### src/rtl/trd_pkg.sv
// Shared types and constants for the record deframer.
package trd_pkg;

    typedef enum logic [1:0] {
        KIND_DATA     = 2'd0,
        KIND_EMPTY    = 2'd1,
        KIND_BADHDR   = 2'd2,
        KIND_OVERSIZE = 2'd3
    } kind_t;

    localparam logic [7:0] HDR_B0 = 8'h17;
    localparam logic [7:0] HDR_B1 = 8'h03;
    localparam logic [7:0] HDR_B2 = 8'h03;

    localparam logic [2:0] HDR_POS_B0     = 3'd0;
    localparam logic [2:0] HDR_POS_B1     = 3'd1;
    localparam logic [2:0] HDR_POS_B2     = 3'd2;
    localparam logic [2:0] HDR_POS_LEN_HI = 3'd3;
    localparam logic [2:0] HDR_POS_LEN_LO = 3'd4;

    localparam logic [16:0] LIMIT_RESET = 17'd1995;

    typedef struct packed {
        logic       hit;
        kind_t      kind;
        logic [7:0] payload_byte;
        logic       record_end;
    } result_t;

endpackage

### src/rtl/trd_rx_if.sv
// Received byte stream channel.
interface trd_rx_if;
    logic       valid;
    logic       ready;
    logic [7:0] rx_byte;

    modport source (output valid, output rx_byte, input ready);
    modport sink (input valid, input rx_byte, output ready);
endinterface

### src/rtl/trd_tx_if.sv
// Deframed result channel.
interface trd_tx_if;
    logic       valid;
    logic       ready;
    logic [1:0] kind;
    logic [7:0] payload_byte;
    logic       record_end;

    modport source (output valid, output kind, output payload_byte, output record_end,
                    input ready);
    modport sink (input valid, input kind, input payload_byte, input record_end,
                  output ready);
endinterface

### src/rtl/trd_cfg_if.sv
// Configuration write channel for the length limit.
interface trd_cfg_if;
    logic        valid;
    logic        ready;
    logic [16:0] length_limit;

    modport source (output valid, output length_limit, input ready);
    modport sink (input valid, input length_limit, output ready);
endinterface

### src/rtl/trd_parser.sv
// Header/payload parser: framing state and per-byte result logic.
module trd_parser
    import trd_pkg::*;
(
    input  logic        clk,
    input  logic        rst_n,
    input  logic        advance,
    input  logic [7:0]  rx_byte,
    input  logic [16:0] length_limit,
    output result_t     result
);

    logic [2:0]  pos_reg, pos_next, pos_eff;
    logic [7:0]  len_hi_reg, len_hi_next;
    logic [15:0] remaining_reg, remaining_next;
    logic        in_payload_reg, in_payload_next;
    logic        halted_reg, halted_next;
    logic [15:0] len;
    logic        last;

    assign pos_eff = (pos_reg > HDR_POS_LEN_LO) ? HDR_POS_B0 : pos_reg;
    assign len     = {len_hi_reg, rx_byte};
    assign last    = (remaining_reg <= 16'd1);

    always_comb
    begin
        pos_next            = pos_reg;
        len_hi_next         = len_hi_reg;
        remaining_next      = remaining_reg;
        in_payload_next     = in_payload_reg;
        halted_next         = halted_reg;
        result.hit          = 1'b0;
        result.kind         = KIND_DATA;
        result.payload_byte = 8'd0;
        result.record_end   = 1'b0;

        if (halted_reg)
        begin
            // stream closed: drop everything
        end
        else if (in_payload_reg)
        begin
            result.hit          = 1'b1;
            result.payload_byte = rx_byte;
            result.record_end   = last;
            if (last)
            begin
                remaining_next  = 16'd0;
                in_payload_next = 1'b0;
            end
            else
            begin
                remaining_next = remaining_reg - 16'd1;
            end
        end
        else
        begin
            case (pos_eff)
                HDR_POS_B0, HDR_POS_B1, HDR_POS_B2:
                begin
                    if (rx_byte != ((pos_eff == HDR_POS_B0) ? HDR_B0 :
                                    (pos_eff == HDR_POS_B1) ? HDR_B1 : HDR_B2))
                    begin
                        halted_next = 1'b1;
                        result.hit  = 1'b1;
                        result.kind = KIND_BADHDR;
                    end
                    else
                    begin
                        pos_next = pos_eff + 3'd1;
                    end
                end
                HDR_POS_LEN_HI:
                begin
                    len_hi_next = rx_byte;
                    pos_next    = HDR_POS_LEN_LO;
                end
                default:
                begin
                    pos_next = HDR_POS_B0;
                    if ({1'b0, len} >= length_limit)
                    begin
                        halted_next = 1'b1;
                        result.hit  = 1'b1;
                        result.kind = KIND_OVERSIZE;
                    end
                    else if (len == 16'd0)
                    begin
                        result.hit        = 1'b1;
                        result.kind       = KIND_EMPTY;
                        result.record_end = 1'b1;
                    end
                    else
                    begin
                        remaining_next  = len;
                        in_payload_next = 1'b1;
                    end
                end
            endcase
        end
    end

    always_ff @(posedge clk or negedge rst_n)
    begin
        if (!rst_n)
        begin
            pos_reg        <= HDR_POS_B0;
            len_hi_reg     <= 8'd0;
            remaining_reg  <= 16'd0;
            in_payload_reg <= 1'b0;
            halted_reg     <= 1'b0;
        end
        else if (advance)
        begin
            pos_reg        <= pos_next;
            len_hi_reg     <= len_hi_next;
            remaining_reg  <= remaining_next;
            in_payload_reg <= in_payload_next;
            halted_reg     <= halted_next;
        end
    end

endmodule

### src/rtl/trd_out_stage.sv
// Result register driving the output channel.
module trd_out_stage
    import trd_pkg::*;
(
    input  logic       clk,
    input  logic       rst_n,
    input  logic       load,
    input  result_t    result,
    output logic       can_take,
    trd_tx_if.source   tx
);

    logic       valid_reg, valid_next;
    kind_t      kind_reg;
    logic [7:0] byte_reg;
    logic       end_reg;

    assign can_take   = !valid_reg || tx.ready;
    assign valid_next = load ? 1'b1 : (tx.ready ? 1'b0 : valid_reg);

    always_ff @(posedge clk or negedge rst_n)
    begin
        if (!rst_n)
        begin
            valid_reg <= 1'b0;
        end
        else
        begin
            valid_reg <= valid_next;
        end
    end

    always_ff @(posedge clk)
    begin
        if (load)
        begin
            kind_reg <= result.kind;
            byte_reg <= result.payload_byte;
            end_reg  <= result.record_end;
        end
    end

    assign tx.valid        = valid_reg;
    assign tx.kind         = kind_reg;
    assign tx.payload_byte = byte_reg;
    assign tx.record_end   = end_reg;

endmodule

### src/rtl/tls_style_record_deframer.sv
// Top level of the record deframer.
// Takes one stream byte per beat and sustains one byte per clock. A byte is
// held in an input register and parsed against the header/payload state. Its
// result, if it has one, is loaded into the result register when the byte
// moves on from the input register, and that register drives tx. rx stalls
// only while a result is waiting on tx with tx.ready low.
// Correct header bytes give no result. After a bad header or an oversize
// length every byte is dropped until reset. The user must write the length limit
// on cfg only while the block is idle; the block itself does not enforce this.
module tls_style_record_deframer
    import trd_pkg::*;
(
    input  logic     clk,
    input  logic     rst_n,
    trd_rx_if.sink   rx,
    trd_tx_if.source tx,
    trd_cfg_if.sink  cfg
);

    logic        in_valid_reg, in_valid_next;
    logic [7:0]  in_byte_reg;
    logic [16:0] limit_reg;
    logic        can_take;
    logic        advance;
    logic        rx_fire;
    result_t     result;

    assign advance       = in_valid_reg && can_take;
    assign rx.ready      = !in_valid_reg || advance;
    assign rx_fire       = rx.valid && rx.ready;
    assign in_valid_next = rx_fire ? 1'b1 : (advance ? 1'b0 : in_valid_reg);
    assign cfg.ready     = 1'b1;

    always_ff @(posedge clk or negedge rst_n)
    begin
        if (!rst_n)
        begin
            in_valid_reg <= 1'b0;
            limit_reg    <= LIMIT_RESET;
        end
        else
        begin
            in_valid_reg <= in_valid_next;
            if (cfg.valid)
            begin
                limit_reg <= cfg.length_limit;
            end
        end
    end

    always_ff @(posedge clk)
    begin
        if (rx_fire)
        begin
            in_byte_reg <= rx.rx_byte;
        end
    end

    trd_parser u_parser (
        .clk          (clk),
        .rst_n        (rst_n),
        .advance      (advance),
        .rx_byte      (in_byte_reg),
        .length_limit (limit_reg),
        .result       (result)
    );

    trd_out_stage u_out (
        .clk      (clk),
        .rst_n    (rst_n),
        .load     (advance && result.hit),
        .result   (result),
        .can_take (can_take),
        .tx       (tx)
    );

endmodule
### src/flat_wrapper.sv
// flat-port wrapper written by rule: the top's interface ports become plain ports
module tls_style_record_deframer_flat import trd_pkg::*;
  (clk, rst_n, rx_valid, rx_rx_byte, rx_ready, tx_valid, tx_kind, tx_payload_byte, tx_record_end, tx_ready, cfg_valid, cfg_length_limit, cfg_ready);
  trd_rx_if rx_i ();
  trd_tx_if tx_i ();
  trd_cfg_if cfg_i ();
  input  logic clk;
  input  logic rst_n;
  input wire logic [$bits(rx_i.valid)-1:0] rx_valid;
  input wire logic [$bits(rx_i.rx_byte)-1:0] rx_rx_byte;
  output wire logic [$bits(rx_i.ready)-1:0] rx_ready;
  output wire logic [$bits(tx_i.valid)-1:0] tx_valid;
  output wire logic [$bits(tx_i.kind)-1:0] tx_kind;
  output wire logic [$bits(tx_i.payload_byte)-1:0] tx_payload_byte;
  output wire logic [$bits(tx_i.record_end)-1:0] tx_record_end;
  input wire logic [$bits(tx_i.ready)-1:0] tx_ready;
  input wire logic [$bits(cfg_i.valid)-1:0] cfg_valid;
  input wire logic [$bits(cfg_i.length_limit)-1:0] cfg_length_limit;
  output wire logic [$bits(cfg_i.ready)-1:0] cfg_ready;
  assign rx_i.valid = rx_valid;
  assign rx_i.rx_byte = rx_rx_byte;
  assign rx_ready = rx_i.ready;
  assign tx_valid = tx_i.valid;
  assign tx_kind = tx_i.kind;
  assign tx_payload_byte = tx_i.payload_byte;
  assign tx_record_end = tx_i.record_end;
  assign tx_i.ready = tx_ready;
  assign cfg_i.valid = cfg_valid;
  assign cfg_i.length_limit = cfg_length_limit;
  assign cfg_ready = cfg_i.ready;
  tls_style_record_deframer u_core (.clk(clk), .rst_n(rst_n), .rx(rx_i), .tx(tx_i), .cfg(cfg_i));
endmodule
### config.mk
export PLATFORM = sky130hd
export DESIGN_NAME = tls_style_record_deframer_flat
export DESIGN_NICKNAME = d
export VERILOG_FILES = /design/src/rtl/trd_pkg.sv /design/src/rtl/trd_rx_if.sv /design/src/rtl/trd_tx_if.sv /design/src/rtl/trd_cfg_if.sv /design/src/rtl/trd_parser.sv /design/src/rtl/trd_out_stage.sv /design/src/rtl/tls_style_record_deframer.sv /design/src/flat_wrapper.sv
export SDC_FILE = /design/constraint.sdc
export NUM_CORES = 1
export LEC_CHECK = 0
export BUFFER_PORTS_ARGS = -buffer_cell sky130_fd_sc_hd__buf_4
export CAP_MARGIN = 5
export CORE_MARGIN = 2
export CORE_UTILIZATION = 40
export DETAILED_ROUTE_END_ITERATION = 12
export PLACE_DENSITY = 0.69
export SLEW_MARGIN = 20
export SYNTH_ARGS = -nofsm -noshare
export SYNTH_HDL_FRONTEND = slang
export SYNTH_HIERARCHICAL = 1
export SYNTH_SLANG_ARGS = --single-unit
export TNS_END_PERCENT = 50
### constraint.sdc
create_clock -name clk -period 2.89 [get_ports clk]
set_input_delay 0.1445 -clock clk [delete_from_list [all_inputs] [get_ports clk]]
set_output_delay 0.1445 -clock clk [all_outputs]
set_load 0.01 [all_outputs]
==> summary.md <==
| Metric | Value |
|---|---|
| Final period util | `94.2%` |
| Area of the die | `roughly 10000 sq um` |
| Area occupied by multi-input gates | `around 1800 sq um` |
| Initial Util | `40.8%` |
| Synthesized instance count | `340` |
| Drc violations | `0` |
| Max frequency | `0.367 GHz` |
| Final instance area | `4510 sq um` |
| Vias | `approximately 2900` |
| Peak VDD IR | `~0.28 mV` |
| DP HPWL | `6030 microns` |
| Initial DRC count | `254` |
| Placer Congestion | `~0.86` |
| Met2 wire len | `3920 microns` |
| Reg clk slew, reported paths | `around 0.070 ns` |
| Layout cell share with drive strength beyond 1 | `about 29%` |
| Gr usage total | `roughly 18%` |
| Min-delay worst type | `in -> reg` |
| Crit path max fanout | `12` |
| Seq pwr share | `53.4%` |
| Largest net degree at the start of global routing | `49` |
| Pwr dens | `429 nW/um^2` |
| HP Start | `cfg_length_limit[15]` |
| Pre-antenna DRT Iters | `5` |
| Ys async rst share | `71.6%` |
| Startpoint type of the worst setup path | `flip-flop` |
| CTS tree | `yes` |
| Required time worst endpoint | `2.94 ns` |
| Nets | `460` |
| Core outline area | `between 9000 and 10000 sq um` |
| Initial antenna violation count | `0` |
| Wire length of the first global-routing pass | `14100 microns` |
| Count leader, synth | `dfrtp_1` |
| Hold Crit Depth | `2` |
| # clock sinks | `67` |
| Die W | `101 microns` |
| Post-synth EDFFs | `19` |
| Syn avg cell area | `roughly 11 sq um` |
| Top cell type's share of synthesized area | `26.8%` |
| Slew @ Worst Pin | `between 0.6 and 0.7 ns` |
| Status | `complete, no violations` |
| WL/cell | `about 16 microns` |
| Net Sw Frac | `24.0%` |
| Setup Crit Path Kind | `reg -> reg` |
| Commonest cells in the netlist | `dfrtp_1 (40), o21ai_0 (25), inv_1 (24)` |
| Max reg flops | `17` |
| Min-Delay Endpoint | `u_core/limit_reg[15]` |
| Antenna Nets Post-Route | `0` |
| Main flop type after synthesis | `dfrtp_1` |
| Worst-Skew Late Latency | `0.35 ns` |
| Total power | `between 1.5 and 2 mW` |
| Worst slew margin | `58.1%` |
| Post-synth cell types | `58` |
| Num CTS Buffers | `9` |
| Post-synth top area cell | `dfrtp_1` |
| Total of max-cap violations | `0` |
| Vias per cell | `5.52` |
| Psw | `between 0.4 and 0.5 mW` |
| Gate power share | `9.5%` |
| GRT Residual Overflow | `0` |
| Placed cell area | `4220 sq um` |
| Syn_nets | `392` |
| Register Area | `1780 sq um` |
| Fill cells | `between 800 and 900` |
| Final hold violations | `0` |
| Static Leak | `~2.1 nW` |
| IO Count | `44` |
| Worst r2r dst | `u_core/u_out/tx.payload_byte[5]` |
| Setup Viol. Count Final | `0` |
| Vias in the first global route | `about 2900` |
| #FFs+latches synth | `67` |
| R2R depth | `10` |
| Drt total wl | `between 8000 and 9000 microns` |
| Yosys warning total | `6` |
| Die Y | `101 microns` |
| Clk_skew | `0.0128 ns` |
| Setup slack, reg-to-reg | `0.17 ns` |
| Cell row count | `35` |
| CTS root buf | `clkbuf_8` |
| Area grow syn2layout | `20.7%` |
| Int Pwr | `1.47 mW` |
| Area of the mapped netlist | `3730 sq um` |
| RSZ-0062 raised after global routing | `no` |
| Top post-synthesis cells by area | `dfrtp_1 (27%), edfxtp_1 (15%), ha_1 (7.4%)` |
| Critical Path AT | `2.77 ns` |
| Clk pwr share | `37.2%` |
| Wire length on met1 | `between 3000 and 4000 microns` |
| Post-route minimum period | `2.72 ns` |
| Max clock buf depth | `2` |
| Crit path capture type | `flip-flop` |
| Setup TNS | `0 ns` |
| Slew Limit Fails | `0` |
| Highest routed layer | `met4` |
| WL met3 | `496 microns` |
| RR Startpoint | `u_core/limit_reg[8]` |
| Htree depth | `3` |
| IO buf count | `42` |
| Sequential area share after synthesis | `47.7%` |
| ANT cells | `0` |
per-stage QoR:
step	utilization, %	hold slack [ns]	worst slack (ns)	cells
2_1_floorplan	-	-0.151	0.232	340
3_3_place_gp	46.1	0.201	0.225	498
3_5_place_dp	46.1	0.209	0.188	498
4_1_cts	49.2	0.0143	0.169	524
5_1_grt	49.3	0.0121	0.0124	524
6_report	49.3	0.0210	0.169	524
area by class of cell:
| class | count | share of cell area, % |
|---|---|---|
| Clock buffer | 12 | 3.44 |
| Clock inverter | 4 | 0.555 |
| Inverter | 25 | 2.08 |
| Multi-Input combinational cell | 238 | 39.6 |
| Sequential cell | 67 | 39.5 |
| Tap cell | 111 | 3.08 |
| Timing Repair Buffer | 67 | 11.7 |
critical path: stages (launching register included):
cell and delay, ns:
dfstp_2 0.54, inv_1 0.04, ha_1 0.28, nand2_1 0.06, or4_4 0.55, o211a_1 0.26
nand2_1 0.07, nand2_1 0.08, a31oi_1 0.18, and3_1 0.16, buf_4 0.19
power groups by stage:
stage | clock network [mW] | registers (mW) | logic, mW
after floorplan | 0 | 1.05 | 0.0997
after global placement | 0 | 1.05 | 0.167
after detailed placement | 0 | 1.05 | 0.173
after CTS | 0.734 | 1.03 | 0.185
after global routing | 0.786 | 1.03 | 0.204
final | 0.718 | 1.03 | 0.183
layer usage:
layer / global-route usage, % / vias to the layer above
met5: 0 / -
met3: 4.16 / 19
li1: - / 1387
met2: 27.7 / 112
met4: 7.59 / 0
met1: 23.9 / 1375
what timing repair did:
| action | 4_1_cts | 5_1_grt |
|---|---|---|
| resized for setup | 0 | 1 |
| hold buffers | 10 | 0 |
| endpoints found under the hold margin | 49 | 0 |
| setup buffers | 0 | 0 |
| setup endpoints to repair | 0 | 1 |
how the worst max path moves through the flow:
stage / startpoint / end / slack (ns)
floorplan: u_core/limit_reg[8] / u_core/u_out/tx.kind[0] / 0.23
global placement: u_core/limit_reg[8] / u_core/u_out/tx.record_end / 0.23
detailed placement: u_core/limit_reg[8] / u_core/u_out/tx.payload_byte[4] / 0.19
CTS: u_core/limit_reg[8] / u_core/u_out/tx.payload_byte[5] / 0.17
global route: u_core/limit_reg[8] / u_core/u_out/tx.record_end / 0.01
finish: u_core/limit_reg[8] / u_core/u_out/tx.payload_byte[5] / 0.17
logic make-up (layout without fill, tap and decap cells):
group	after synthesis	after routing	share of synthesized area [%]
compound gates	82	82	15.0
fa+ha+maj	22	22	7.37
buf+inv	35	108	4.62
flops	67	67	47.7
mux	25	25	8.54
other cells	1	1	0.100
simple gates	108	108	16.6
cell usage in the layout, fill, tap and decap left out, types with 4 or more instances in the layout:
master	count
dfrtp_1	40
and3_1	4
dlygate4sd3_1	10
buf_4	57
nand2b_1	7
nor2b_1	4
nor2_1	20
ha_1	22
clkbuf_8	11
nand2_1	20
mux2_4	10
nor3_1	13
dfstp_2	8
inv_1	24
a221o_1	5
a21o_1	4
and2_1	12
mux2_2	15
edfxtp_1	19
a21oi_1	20
nor4_1	9
o21ai_0	25
(Power assumes the default switching activity.)
